`config.mk`:
```
export PLATFORM = sky130hd
export DESIGN_NAME = gfja_ctrl
export DESIGN_NICKNAME = d
export VERILOG_FILES = /design/src/rtl/core/gfja_pkg.sv /design/src/rtl/core/gfja_ctrl.sv
export SDC_FILE = /design/constraint.sdc
export NUM_CORES = 1
export LEC_CHECK = 0
export ABC_AREA = 0
export BUFFER_PORTS_ARGS = -buffer_cell sky130_fd_sc_hd__clkbuf_2
export CORE_ASPECT_RATIO = 0.8
export CORE_UTILIZATION = 47
export CTS_CLUSTER_SIZE = 10
export DETAILED_ROUTE_END_ITERATION = 7
export GPL_ROUTABILITY_DRIVEN = 0
export MAX_ROUTING_LAYER = met4
export PLACE_DENSITY_LB_ADDON = 0.2
export RECOVER_POWER = 100
export SLEW_MARGIN = 10
export SYNTH_ARGS = -nofsm -noshare
export SYNTH_HDL_FRONTEND = slang
export SYNTH_SLANG_ARGS = --single-unit
```
`constraint.sdc`:
```
create_clock -name clk -period 1.9 [get_ports clk]
set_input_delay 0.19 -clock clk [delete_from_list [all_inputs] [get_ports clk]]
set_output_delay 0.19 -clock clk [all_outputs]
set_load 0.1 [all_outputs]
```
`src/rtl/core/gfja_pkg.sv`:
```
`default_nettype none
package gfja_pkg;

	localparam int unsigned NUM_CFG = 7;
	localparam int unsigned CFG_IDX_W = 3;

	localparam logic [CFG_IDX_W-1:0] CFG_POS_X = 3'd0;
	localparam logic [CFG_IDX_W-1:0] CFG_POS_Y = 3'd1;
	localparam logic [CFG_IDX_W-1:0] CFG_POS_Z = 3'd2;
	localparam logic [CFG_IDX_W-1:0] CFG_VEL_X = 3'd3;
	localparam logic [CFG_IDX_W-1:0] CFG_VEL_Y = 3'd4;
	localparam logic [CFG_IDX_W-1:0] CFG_VEL_Z = 3'd5;
	localparam logic [CFG_IDX_W-1:0] CFG_EPS2  = 3'd6;

	// multiply step kinds
	localparam logic [3:0] K_DR2   = 4'd0;
	localparam logic [3:0] K_R2INV = 4'd1;
	localparam logic [3:0] K_MR2   = 4'd2;
	localparam logic [3:0] K_U     = 4'd3;
	localparam logic [3:0] K_ACC   = 4'd4;
	localparam logic [3:0] K_SD    = 4'd5;
	localparam logic [3:0] K_T     = 4'd6;
	localparam logic [3:0] K_Q     = 4'd7;
	localparam logic [3:0] K_JERK  = 4'd8;

	localparam logic [1:0] AXIS_X = 2'd0;
	localparam logic [1:0] AXIS_Z = 2'd2;

	// product right shift
	localparam logic [1:0] SH24 = 2'd0;
	localparam logic [1:0] SH32 = 2'd1;
	localparam logic [1:0] SH40 = 2'd2;
	localparam logic [1:0] SH48 = 2'd3;

	typedef struct packed {
		logic       load;
		logic       norm_init;
		logic       norm_step;
		logic       sqrt_init;
		logic       sqrt_step;
		logic       div_init;
		logic       div_step;
		logic       rinv_load;
		logic       mul_start;
		logic [3:0] kind;
		logic [1:0] axis;
		logic       emit;
	} gfja_cmd_t;

	typedef struct packed {
		logic r2_zero;
		logic norm_more;
		logic sqrt_done;
		logic div_done;
		logic mul_done;
		logic out_free;
	} gfja_sts_t;

endpackage
`default_nettype wire

```
`src/rtl/core/gfja_ctrl.sv`:
```
`default_nettype none
module gfja_ctrl (
	input  wire logic                clk,
	input  wire logic                arst_n,
	input  wire logic                in_valid,
	output logic                     in_stall,
	input  wire logic                is_self,
	input  wire logic                last_source,
	input  wire gfja_pkg::gfja_sts_t sts,
	output gfja_pkg::gfja_cmd_t      cmd
);
	import gfja_pkg::*;

	localparam logic [3:0] S_IDLE  = 4'd0;
	localparam logic [3:0] S_ISSUE = 4'd1;
	localparam logic [3:0] S_WAIT  = 4'd2;
	localparam logic [3:0] S_CHK   = 4'd3;
	localparam logic [3:0] S_NORM  = 4'd4;
	localparam logic [3:0] S_SQRT  = 4'd5;
	localparam logic [3:0] S_DIV   = 4'd6;
	localparam logic [3:0] S_RINV  = 4'd7;
	localparam logic [3:0] S_FIN   = 4'd8;
	localparam logic [3:0] S_EMIT  = 4'd9;

	logic [3:0] state_q, state_d;
	logic [3:0] kind_q, kind_d;
	logic [1:0] axis_q, axis_d;
	logic       last_q;

	always_comb begin
		state_d = state_q;
		kind_d  = kind_q;
		axis_d  = axis_q;
		cmd     = '0;
		unique case (state_q)
			S_IDLE: begin
				cmd.load = in_valid;
				if (in_valid) begin
					kind_d  = K_DR2;
					axis_d  = AXIS_X;
					state_d = is_self ? S_FIN : S_ISSUE;
				end
			end
			S_ISSUE: begin
				cmd.mul_start = 1'b1;
				state_d = S_WAIT;
			end
			S_WAIT: begin
				if (sts.mul_done) begin
					state_d = S_ISSUE;
					unique case (kind_q)
						K_DR2: begin
							if (axis_q == AXIS_Z) state_d = S_CHK;
							else axis_d = axis_q + 2'd1;
						end
						K_R2INV: kind_d = K_MR2;
						K_MR2: begin kind_d = K_U; axis_d = AXIS_X; end
						K_U: begin
							if (axis_q == AXIS_Z) begin kind_d = K_ACC; axis_d = AXIS_X; end
							else axis_d = axis_q + 2'd1;
						end
						K_ACC: begin
							if (axis_q == AXIS_Z) begin kind_d = K_SD; axis_d = AXIS_X; end
							else axis_d = axis_q + 2'd1;
						end
						K_SD: begin
							if (axis_q == AXIS_Z) begin kind_d = K_T; axis_d = AXIS_X; end
							else axis_d = axis_q + 2'd1;
						end
						K_T: kind_d = K_Q;
						K_Q: kind_d = K_JERK;
						K_JERK: begin
							if (axis_q == AXIS_Z) state_d = S_FIN;
							else begin kind_d = K_T; axis_d = axis_q + 2'd1; end
						end
						default: state_d = S_FIN;
					endcase
				end
			end
			S_CHK: begin
				if (sts.r2_zero) begin
					state_d = S_FIN;
				end else begin
					cmd.norm_init = 1'b1;
					state_d = S_NORM;
				end
			end
			S_NORM: begin
				cmd.norm_step = 1'b1;
				if (!sts.norm_more) begin
					cmd.sqrt_init = 1'b1;
					state_d = S_SQRT;
				end
			end
			S_SQRT: begin
				if (sts.sqrt_done) begin
					cmd.div_init = 1'b1;
					state_d = S_DIV;
				end else begin
					cmd.sqrt_step = 1'b1;
				end
			end
			S_DIV: begin
				if (sts.div_done) state_d = S_RINV;
				else cmd.div_step = 1'b1;
			end
			S_RINV: begin
				cmd.rinv_load = 1'b1;
				kind_d  = K_R2INV;
				state_d = S_ISSUE;
			end
			S_FIN: begin
				state_d = last_q ? S_EMIT : S_IDLE;
			end
			S_EMIT: begin
				if (sts.out_free) begin
					cmd.emit = 1'b1;
					state_d = S_IDLE;
				end
			end
			default: state_d = S_IDLE;
		endcase
		cmd.kind = kind_q;
		cmd.axis = axis_q;
	end

	always_ff @(posedge clk or negedge arst_n) begin
		if (!arst_n) begin
			state_q <= S_IDLE;
			kind_q  <= K_DR2;
			axis_q  <= AXIS_X;
			last_q  <= 1'b0;
		end else begin
			state_q <= state_d;
			kind_q  <= kind_d;
			axis_q  <= axis_d;
			if (state_q == S_IDLE && in_valid)
				last_q <= last_source;
		end
	end

	assign in_stall = (state_q != S_IDLE);

	a_done_in_wait: assert property (@(posedge clk) disable iff (!arst_n)
		sts.mul_done |-> (state_q == S_WAIT)) else $error("stray multiply done");
	a_self_skip: assert property (@(posedge clk) disable iff (!arst_n)
		(state_q == S_IDLE && in_valid && is_self) |=> (state_q == S_FIN))
		else $error("self source not skipped");
	a_emit_idle: assert property (@(posedge clk) disable iff (!arst_n)
		(state_q == S_EMIT && sts.out_free) |=> (state_q == S_IDLE))
		else $error("emit did not return to idle");

endmodule
`default_nettype wire
```
## Word-level counts from Yosys, hierarchy flattened

Cells that the tools add are included.

- Input bits: 11
- Flip-flop bits (word level): 11
- Logic and storage cells: 89

- Reduce and logical (&&, ||, !) cells: 12
- Muxes and demuxes: 41
- Add/subtract/negate cells: 1
- Equal/unequal tests: 31

Operators with widths:

| kind | count |
|---|---|
| 2-to-1 mux 4 bit | 16 |
| one-hot mux 4 bit (10 select lines) | 1 |
| == test 4 x 3 -> 1 bit (second input constant) | 8 |
| one-hot mux 4 bit (8 select lines) | 1 |
| one-hot mux 4 bit (3 select lines) | 2 |
| == test 4 x 2 -> 1 bit (second input constant) | 4 |
| != test 3 bit (second input constant) | 5 |
| 2-to-1 mux 2 bit | 7 |
| == test 4 bit (second input constant) | 3 |
| 2-to-1 mux 1 bit | 12 |
| != test 2 bit (second input constant) | 6 |
| != test 9 x 2 -> 1 bit (second input constant) | 1 |
| == test 4 x 1 -> 1 bit (second input constant) | 2 |
| zero test 4 bit | 2 |
| AND reduction 8 bit | 1 |
| OR reduction 7 bit | 1 |
| one-hot mux 2 bit (3 select lines) | 1 |
| AND reduction 6 bit | 1 |
| AND reduction 5 bit | 1 |
| != test 4 x 3 -> 1 bit (second input constant) | 1 |
| one-hot mux 2 bit (2 select lines) | 1 |
| nonzero test 4 bit | 1 |
| nonzero test 3 bit | 1 |
| OR reduction 3 bit | 1 |
| other kinds (5) | 5 |

## Depth between registers and ports, before layout

Gate-level depths: netlist (run 1).

- Word-level depth: 5
- Gate-level depth with buffers: 7
- Gate-level depth less buffers: 7

## Worst setup path after synthesis (run 1)

Ideal clock, no wire load.

- Kind: register -> output
- Start: register state_q[1]
- End: output port cmd[12] (netlist bit)
- Data required time: 1.710 ns
- Arrival time: 5.306 ns
- Stages on the path, launching flop included: 4
- Path slack: -3.596 ns
- Cells stage by stage: dfrtp_1 -> buf_2 -> nor4b_1 -> nor2b_1

RTL lines:

| what | line | text |
|---|---|---|
| start, declared | gfja_ctrl.sv:25 | `logic [3:0] state_q, state_d;` |
| start signal, assigned | gfja_ctrl.sv:134 | `state_q <= state_d;` |
| end, declared | gfja_ctrl.sv:10 | `output gfja_pkg::gfja_cmd_t cmd` |

## Worst setup path after layout (run 1)

- Start: register state_q[1]
- End: register kind_q[3]

- Word-level cells in the longest chain between the ends: 3
- Elaborated cells between the ends (all ways): 13
- Classes of those cells: 9 x eq/ne; 1 x mux; 3 x reduce/logical

RTL lines:

| what | line | text |
|---|---|---|
| == test 4 x 2 -> 1 bit (tied with other cells) | gfja_ctrl.sv:35 | `unique case (state_q)` |
| != test 9 x 2 -> 1 bit (no line) (tied with other cells) | -- |  |
| AND reduction 8 bit (no line) | -- |  |
| end signal, assigned | gfja_ctrl.sv:135 | `kind_q <= kind_d;` |
| end, declared | gfja_ctrl.sv:26 | `logic [3:0] kind_q, kind_d;` |

Several ways; a longest one is shown, not always the timed one.
A chain may end at the register's enable or synchronous reset.

==> Implementation_results.wiki, run 1 <==
{| class="wikitable"
! Metric !! Value
|-
| Overall global routing resource usage || 29.67%
|-
| Synth Warn # || 0
|-
| Initial antenna violation count || 0
|-
| Clock root cell || sky130_fd_sc_hd__clkbuf_4
|-
| Delay of the slowest cell on the worst path || 0.46 ns
|-
| Commonest cells after routing, fill and taps aside || sky130_fd_sc_hd__buf_4 (17), sky130_fd_sc_hd__clkbuf_2 (15), sky130_fd_sc_hd__buf_12 (10)
|-
| R2R depth || 6
|-
| Final WL || 3.546 mm
|-
| Vias in the first global route || 1186
|-
| Result of the run || complete, but fails checks
|-
| M3 GR Usage || 6.017%
|-
| Proportion of total power due to net switching || 54.61%
|-
| Sw Pwr || 1.271 mW
|-
| Syn-to-layout area delta || 55.32%
|-
| Clock buffer count from CTS || 3
|-
| Standby leakage power || 0.6714 nW
|-
| Worst reg-to-reg setup slack || -0.000008 ns
|-
| Fraction of final layout cells with drive strength greater than 1 || 44.83%
|-
| Capturing instance or port of the critical path || kind_q[3]
|-
| Post-synth design cell area || 0.001081 mm²
|-
| Half-perimeter wire length after detailed placement || 2.551 mm
|-
| FFs w/ async S/R, synth || 100.0%
|-
| H-tree lvl count || 1
|-
| Instance area at placement || 0.001580 mm²
|-
| Global routing met1 resource utilization || 37.30%
|-
| Worst setup slack before clock tree synthesis || -0.08917 ns
|-
| Max_slew headroom || 51.34%
|-
| Global routing met2 resource utilization || 48.67%
|-
| Crit Path Max Fanout || 5
|-
| Largest voltage drop on the vdd net || 1811 µV
|-
| Share of total power in the clock network || 7.7%
|-
| Pre-Repair DR Iteration Count || 5
|-
| Number of nets in the finished design || 189
|-
| DRC marker count from the first detailed-route iteration || 70
|-
| Slew at the pin closest to its max-slew limit || 0.7299 ns
|-
| Effective utilization at floorplan || 50.09%
|-
| Remaining number of nets flagged by the antenna check after routing || 0
|-
| Gr ovfl total || 0
|-
| CP startpoint || state_q[1]
|-
| Net Count, Synth || 149
|-
| Synth unique cells || 47
|-
| Post-synthesis sequential element count || 11
|-
| Clock latency on the worst-skew pair || 0.28 ns
|-
| Area of the core region || 0.002158 mm²
|-
| Maximum number of buffers from clock root to sink || 2
|-
| Number of synthesized flops with an enable pin || 0
|-
| Full die area || 0.002497 mm²
|-
| Placement Rows || 15
|-
| Failing checks || negative setup slack
|-
| Vias per Instance || 6.422
|-
| Total of max-cap violations || 0
|-
| Signal arrival time at the worst endpoint || 2.12 ns
|-
| Period utilisation layout || 100.0%
|-
| Layer with the highest usage || met2
|-
| Reg-to-reg critical path endpoint || kind_q[3]
|-
| Type of the setup path with the least slack || reg -> reg
|-
| Clk slew on worst S/H paths || 0.08 ns
|-
| Setup repair after global routing missed its margin || true
|-
| Combinational group share of total power || 76.0%
|-
| Final count of negative-setup-slack endpoints || 1
|-
| Worst hold slack || 0.1215 ns
|-
| Final hold violation count || 0
|-
| Sequential cell area fraction in the yosys report || 25.46%
|-
| Max-slew violation count || 0
|-
| WL/cell || 17.82 µm
|-
| Critical path endpoint category || register
|-
| Post-synth top flop || sky130_fd_sc_hd__dfrtp_1
|-
| DR vias || 1278
|-
| Mean post-synth cell area || 8.008 µm²
|-
| Nature of the critical path startpoint || register
|-
| CP max stage cell || sky130_fd_sc_hd__or4b_4
|-
| P per Cell Area || 1386 mW/mm²
|-
| Number of instances in the synthesized netlist || 135
|-
| Boundary Pins || 28
|-
| Internal power consumption || 1.056 mW
|-
| Minimum period implied by the final worst setup slack || 1.900 ns
|-
| Count of buffers inserted at the top-level ports || 27
|-
| Critical path, cell by cell || buf_6, or4b_4, a2111o_1, and3_4, mux2_4, nand2_1
|-
| Most frequent standard cell in the layout excluding fill and tap cells || sky130_fd_sc_hd__buf_4
|-
| Antenna diode instance count || 0
|-
| Fmax achieved || 526.3 MHz
|-
| # DRC || 0
|-
| Clock skew || 0.003648 ns
|-
| Final Util || 77.80%
|-
| CP required || 2.12 ns
|-
| Die Span X || 55.62 µm
|-
| Start point of the worst min-delay path || sts[0]
|-
| Reg power frac || 16.3%
|-
| Global-route wire length before repair || 5.464 mm
|-
| Sink Count || 11
|-
| Worst min path class || in -> reg
|-
| Worst setup slack after layout || -0.000007550 ns
|-
| Origin of the critical flop-to-flop path || state_q[1]
|-
| Maximum number of pins on one net before global-route repair || 18
|-
| Chip Height || 44.90 µm
|-
| Post-layout instance area || 0.001679 mm²
|-
| CTS tree || built
|}
[metal layers]
layer | routed length [µm] | vias to the layer above
li1 | - | 582
met2 | 1664 | 83
met1 | 1509 | 601
met3 | 302 | 12
met4 | 70 | 0
met5 | 0 | -
[Yosys cell counts (2+ instances only)]
library cell | instances | area, µm²
sky130_fd_sc_hd__a21oi_1 | 3 | 15.01
sky130_fd_sc_hd__a31oi_1 | 2 | 12.51
sky130_fd_sc_hd__a32oi_1 | 3 | 26.28
sky130_fd_sc_hd__a41oi_1 | 2 | 17.52
sky130_fd_sc_hd__and3_1 | 2 | 12.51
sky130_fd_sc_hd__buf_2 | 2 | 10.01
sky130_fd_sc_hd__clkbuf_1 | 7 | 26.28
sky130_fd_sc_hd__dfrtp_1 | 11 | 275.3
sky130_fd_sc_hd__ha_1 | 3 | 37.54
sky130_fd_sc_hd__inv_1 | 6 | 22.52
sky130_fd_sc_hd__mux2_2 | 2 | 22.52
sky130_fd_sc_hd__mux2i_1 | 2 | 20.02
sky130_fd_sc_hd__nand2_1 | 9 | 33.78
sky130_fd_sc_hd__nand2b_1 | 6 | 37.54
sky130_fd_sc_hd__nand3_1 | 3 | 15.01
sky130_fd_sc_hd__nand3b_1 | 2 | 15.01
sky130_fd_sc_hd__nand4_1 | 3 | 18.77
sky130_fd_sc_hd__nor2_1 | 10 | 37.54
sky130_fd_sc_hd__nor2b_1 | 8 | 50.05
sky130_fd_sc_hd__nor3_1 | 6 | 30.03
sky130_fd_sc_hd__nor3b_1 | 4 | 30.03
sky130_fd_sc_hd__nor4b_1 | 2 | 17.52
sky130_fd_sc_hd__o21ai_0 | 10 | 50.05
sky130_fd_sc_hd__o22ai_1 | 3 | 18.77
sky130_fd_sc_hd__o32a_1 | 2 | 20.02
[per-stage QoR]
step | instances | TNS, ns | power [mW]
after global routing | 199 | -0.05453 | 2.430
after CTS | 195 | 0 | 2.236
after detailed placement | 189 | -0.1887 | 2.044
final | 199 | -0.000007550 | 2.327
after floorplan | 135 | -1.975 | 1.606
after global placement | 189 | 0 | 1.984
[worst min-delay path by stage]
stage | end | slack, ns | cells after the start
3_5_place_dp | state_q[1] | 0.1 | 1
6_report | state_q[3] | 0.12 | 2
2_1_floorplan | axis_q[1] | -0.11 | 0
5_1_grt | state_q[3] | 0.11 | 2
3_3_place_gp | last_q | 0.1 | 1
4_1_cts | state_q[3] | 0.12 | 2
[area by class of cell]
cell class / instances / area, µm²
multi-input cells: 106 / 858.3
fillers: 143 / 479.2
repair buffers: 47 / 450.4
flip-flops and latches: 11 / 290.3
well taps: 25 / 31.28
clock buffers: 4 / 26.28
inverters: 6 / 22.52
[power by group through the flow]
stage	Sequential [mW]	Combinational, mW	Clock, mW
after floorplan	0.447	1.16	0
after global placement	0.367	1.62	0
after detailed placement	0.378	1.67	0
after CTS	0.372	1.69	0.175
after global routing	0.386	1.85	0.191
final	0.379	1.77	0.179
[kinds of logic after synthesis]
kind of cell	after synthesis	share of synthesized area [%]
mux	5	5.324
simple gates	63	34.95
fa+ha+maj	3	3.473
xor+xnor	1	0.8103
flops	11	25.46
compound gates	34	22.46
buf+inv	18	7.523
[state kept, by name, summed over array words and instances (netlist names)]
| register | flops |
|---|---|
| kind_q | 4 |
| last_q | 1 |
| state_q | 4 |
| axis_q | 2 |
[critical path, delay by kind of cell (launching register included)]
| kind | cells | cell delay (ns) |
|---|---|---|
| and+or+nand+nor | 3 | 0.73 |
| DFF | 1 | 0.40 |
| AOI/OAI and AO/OA | 1 | 0.30 |
| muxes | 1 | 0.30 |
| buffers and inverters | 1 | 0.12 |
[repair_timing]
item,in CTS,in global routing
buffers inserted,1,4
pin swaps,0,8
endpoints found under the hold margin,11,0
setup endpoints to repair,4,5
resized for setup,1,5
hold buffers,1,0
Power figures use the tool's default switching activity.
==> run 2: changes to the inputs <==
--- a/config.mk
+++ b/config.mk
@@ -11,2 +11,3 @@
 export CORE_UTILIZATION = 47
+export CTS_CLUSTER_DIAMETER = 40
 export CTS_CLUSTER_SIZE = 10
==> constraint.sdc (replaced) <==
create_clock -name clk -period 1.9 [get_ports clk]
set_input_delay 0.38 -clock clk [delete_from_list [all_inputs] [get_ports clk]]
set_output_delay 0.38 -clock clk [all_outputs]
set_load 0.1 [all_outputs]
==> Implementation_results.wiki, run 2 (synthesis results as in run 1) <==
{| class="wikitable"
! Metric !! Value
|-
| Maximum number of pins on one net before global-route repair || 17
|-
| Standby leakage power || 0.7716 nW
|-
| Antenna diode instance count || 0
|-
| Nature of the critical path startpoint || register
|-
| Count of buffers inserted at the top-level ports || 27
|-
| Placement Rows || 15
|-
| Reg power frac || 14.9%
|-
| WL/cell || 21.44 µm
|-
| Clock root cell || sky130_fd_sc_hd__clkbuf_4
|-
| Number of nets in the finished design || 204
|-
| Half-perimeter wire length after detailed placement || 2.422 mm
|-
| Gr ovfl total || 0
|-
| Vias per Instance || 6.547
|-
| Die Span X || 55.62 µm
|-
| Most frequent standard cell in the layout excluding fill and tap cells || sky130_fd_sc_hd__buf_4
|-
| Start point of the worst min-delay path || last_source
|-
| Full die area || 0.002497 mm²
|-
| Signal arrival time at the worst endpoint || 1.62 ns
|-
| Fmax achieved || 500.3 MHz
|-
| Area of the core region || 0.002158 mm²
|-
| Chip Height || 44.90 µm
|-
| # DRC || 0
|-
| Largest voltage drop on the vdd net || 1102 µV
|-
| Remaining number of nets flagged by the antenna check after routing || 0
|-
| Slew at the pin closest to its max-slew limit || 0.6520 ns
|-
| Global-route wire length before repair || 6.410 mm
|-
| Crit Path Max Fanout || 7
|-
| Sink Count || 11
|-
| Final WL || 4.588 mm
|-
| Fill cell count || 103
|-
| R2R depth || 5
|-
| Worst reg-to-reg setup slack || -0.08 ns
|-
| Initial antenna violation count || 0
|-
| Instance area at placement || 0.001614 mm²
|-
| CTS tree || built
|-
| DRC marker count from the first detailed-route iteration || 112
|-
| Count of cells along the worst hold path || 2
|-
| Share of total power in the clock network || 6.2%
|-
| Final count of negative-setup-slack endpoints || 10
|-
| Fraction of final layout cells with drive strength greater than 1 || 53.97%
|-
| Failing checks || negative setup slack
|-
| Post-layout instance area || 0.001909 mm²
|-
| P per Cell Area || 1422 mW/mm²
|-
| Max_slew headroom || 56.53%
|-
| Vias in the first global route || 1289
|-
| Internal power consumption || 1.260 mW
|-
| H-tree lvl count || 1
|-
| Endpoint with the worst hold slack || last_q
|-
| Area occupied by multi-input gates || 937.1 µm²
|-
| Type of the setup path with the least slack || reg -> out
|-
| Minimum period implied by the final worst setup slack || 1.999 ns
|-
| Setup repair after global routing missed its margin || true
|-
| Sw Pwr || 1.455 mW
|-
| Clock buffer count from CTS || 3
|-
| Max-slew violation count || 0
|-
| Clock skew || 0.002331 ns
|-
| Critical path endpoint category || output pin
|-
| Proportion of total power due to net switching || 53.59%
|-
| Leading registers by flop count || kind_q (4), state_q (4), axis_q (2)
|-
| Commonest cells after routing, fill and taps aside || sky130_fd_sc_hd__buf_4 (23), sky130_fd_sc_hd__clkbuf_2 (17), sky130_fd_sc_hd__buf_12 (12)
|-
| Number of standard cells in the final layout excluding fillers || 214
|-
| Worst min path class || in -> reg
|-
| Clk slew on worst S/H paths || 0.07 ns
|-
| Combinational group share of total power || 78.9%
|-
| Maximum number of buffers from clock root to sink || 2
|-
| Dpl cells || 190
|-
| Boundary Pins || 28
|-
| Pre-Repair DR Iteration Count || 4
|-
| Clock latency on the worst-skew pair || 0.27 ns
|-
| Syn-to-layout area delta || 76.62%
|-
| Origin of the critical flop-to-flop path || state_q[1]
|-
| Reg-to-reg critical path endpoint || kind_q[3]
|-
| CP required || 1.52 ns
|-
| FF/Latch Area || 292.8 µm²
|-
| Final hold violation count || 0
|-
| DR vias || 1401
|-
| Final Util || 88.46%
|-
| Worst setup slack after layout || -0.09898 ns
|-
| Result of the run || complete, but fails checks
|-
| Worst hold slack || 0.3335 ns
|-
| Total of max-cap violations || 0
|-
| Period utilisation layout || 105.2%
|-
| Effective utilization at floorplan || 50.09%
|-
| Overall global routing resource usage || 35.70%
|}
==> run 2: changes by cell type in the layout (fill, tap and decap cells not counted), moves of 2 or more <==
| cell | delta |
|---|---|
| sky130_fd_sc_hd__clkbuf_2 | +2 |
| sky130_fd_sc_hd__nand2b_1 | -2 |
| sky130_fd_sc_hd__nand2b_4 | +2 |
| sky130_fd_sc_hd__dfrtp_2 | +2 |
| sky130_fd_sc_hd__dfrtp_1 | -2 |
| sky130_fd_sc_hd__buf_4 | +6 |
| sky130_fd_sc_hd__buf_12 | +2 |
| sky130_fd_sc_hd__buf_8 | +3 |
==> run 2: layout make-up <==
| cell class | instances | area share (%) |
|---|---|---|
| clock buffer | 4 | 1.376 |
| inverter | 6 | 1.180 |
| multi-input combinational | 106 | 49.08 |
| sequential | 11 | 15.33 |
| tap | 25 | 1.638 |
| timing repair buffer | 62 | 31.39 |
==> run 2: routing by layer <==
| layer | vias to the layer above | track usage [%] | wire length (µm) | part of all wire (%) |
|---|---|---|---|---|
| li1 | 617 | - | - | - |
| met1 | 662 | 42.42 | 1722 | 38 |
| met2 | 93 | 62.17 | 2243 | 49 |
| met3 | 29 | 7.163 | 407 | 8.9 |
| met4 | 0 | 12.00 | 214 | 4.7 |
| met5 | - | - | 0 | 0 |
==> run 2: stage by stage <==
stage                     power, mW  worst slack [ns]  TNS (ns)
after global routing          2.826           -0.1248    -1.238
final                         2.715          -0.09898   -0.5638
after detailed placement      2.039          -0.07326  -0.07326
after CTS                     2.460          -0.06327   -0.1441
after floorplan               1.630           -0.8354    -2.874
after global placement        1.994          -0.03846  -0.03846
==> run 2: worst max path at each step <==
| stage | start | to | slack (ns) | cells after the start |
|---|---|---|---|---|
| after floorplan | state_q[0] | cmd[12] | -0.84 | 3 |
| after global placement | in_valid | kind_q[3] | -0.04 | 6 |
| after global routing | state_q[3] | cmd[9] | -0.12 | 4 |
| after CTS | state_q[3] | cmd[9] | -0.06 | 4 |
| final | state_q[3] | cmd[9] | -0.1 | 4 |
| after detailed placement | in_valid | kind_q[3] | -0.07 | 6 |
==> run 2: power by group through the flow <==
stage,clock network [mW],logic [mW],registers (mW)
CTS,0.175,1.90,0.381
global placement,0,1.63,0.365
global route,0.186,2.23,0.412
finish,0.167,2.14,0.406
detailed placement,0,1.66,0.375
floorplan,0,1.18,0.449
==> run 2: timing repair <==
action,4_1_cts,5_1_grt
resized for setup,11,18
gates cloned,0,1
endpoints found under the hold margin,11,0
buffers inserted,13,5
hold buffers,1,0
endpoints found under the setup margin,9,18
pin swaps,6,8
==> run 2: worst max-delay path: stages, from the launching register on <==
cell and delay [ns]:
sky130_fd_sc_hd__dfrtp_1 0.43, sky130_fd_sc_hd__buf_12 0.16, sky130_fd_sc_hd__nand2b_4 0.16, sky130_fd_sc_hd__nor4b_4 0.37, sky130_fd_sc_hd__buf_12 0.22
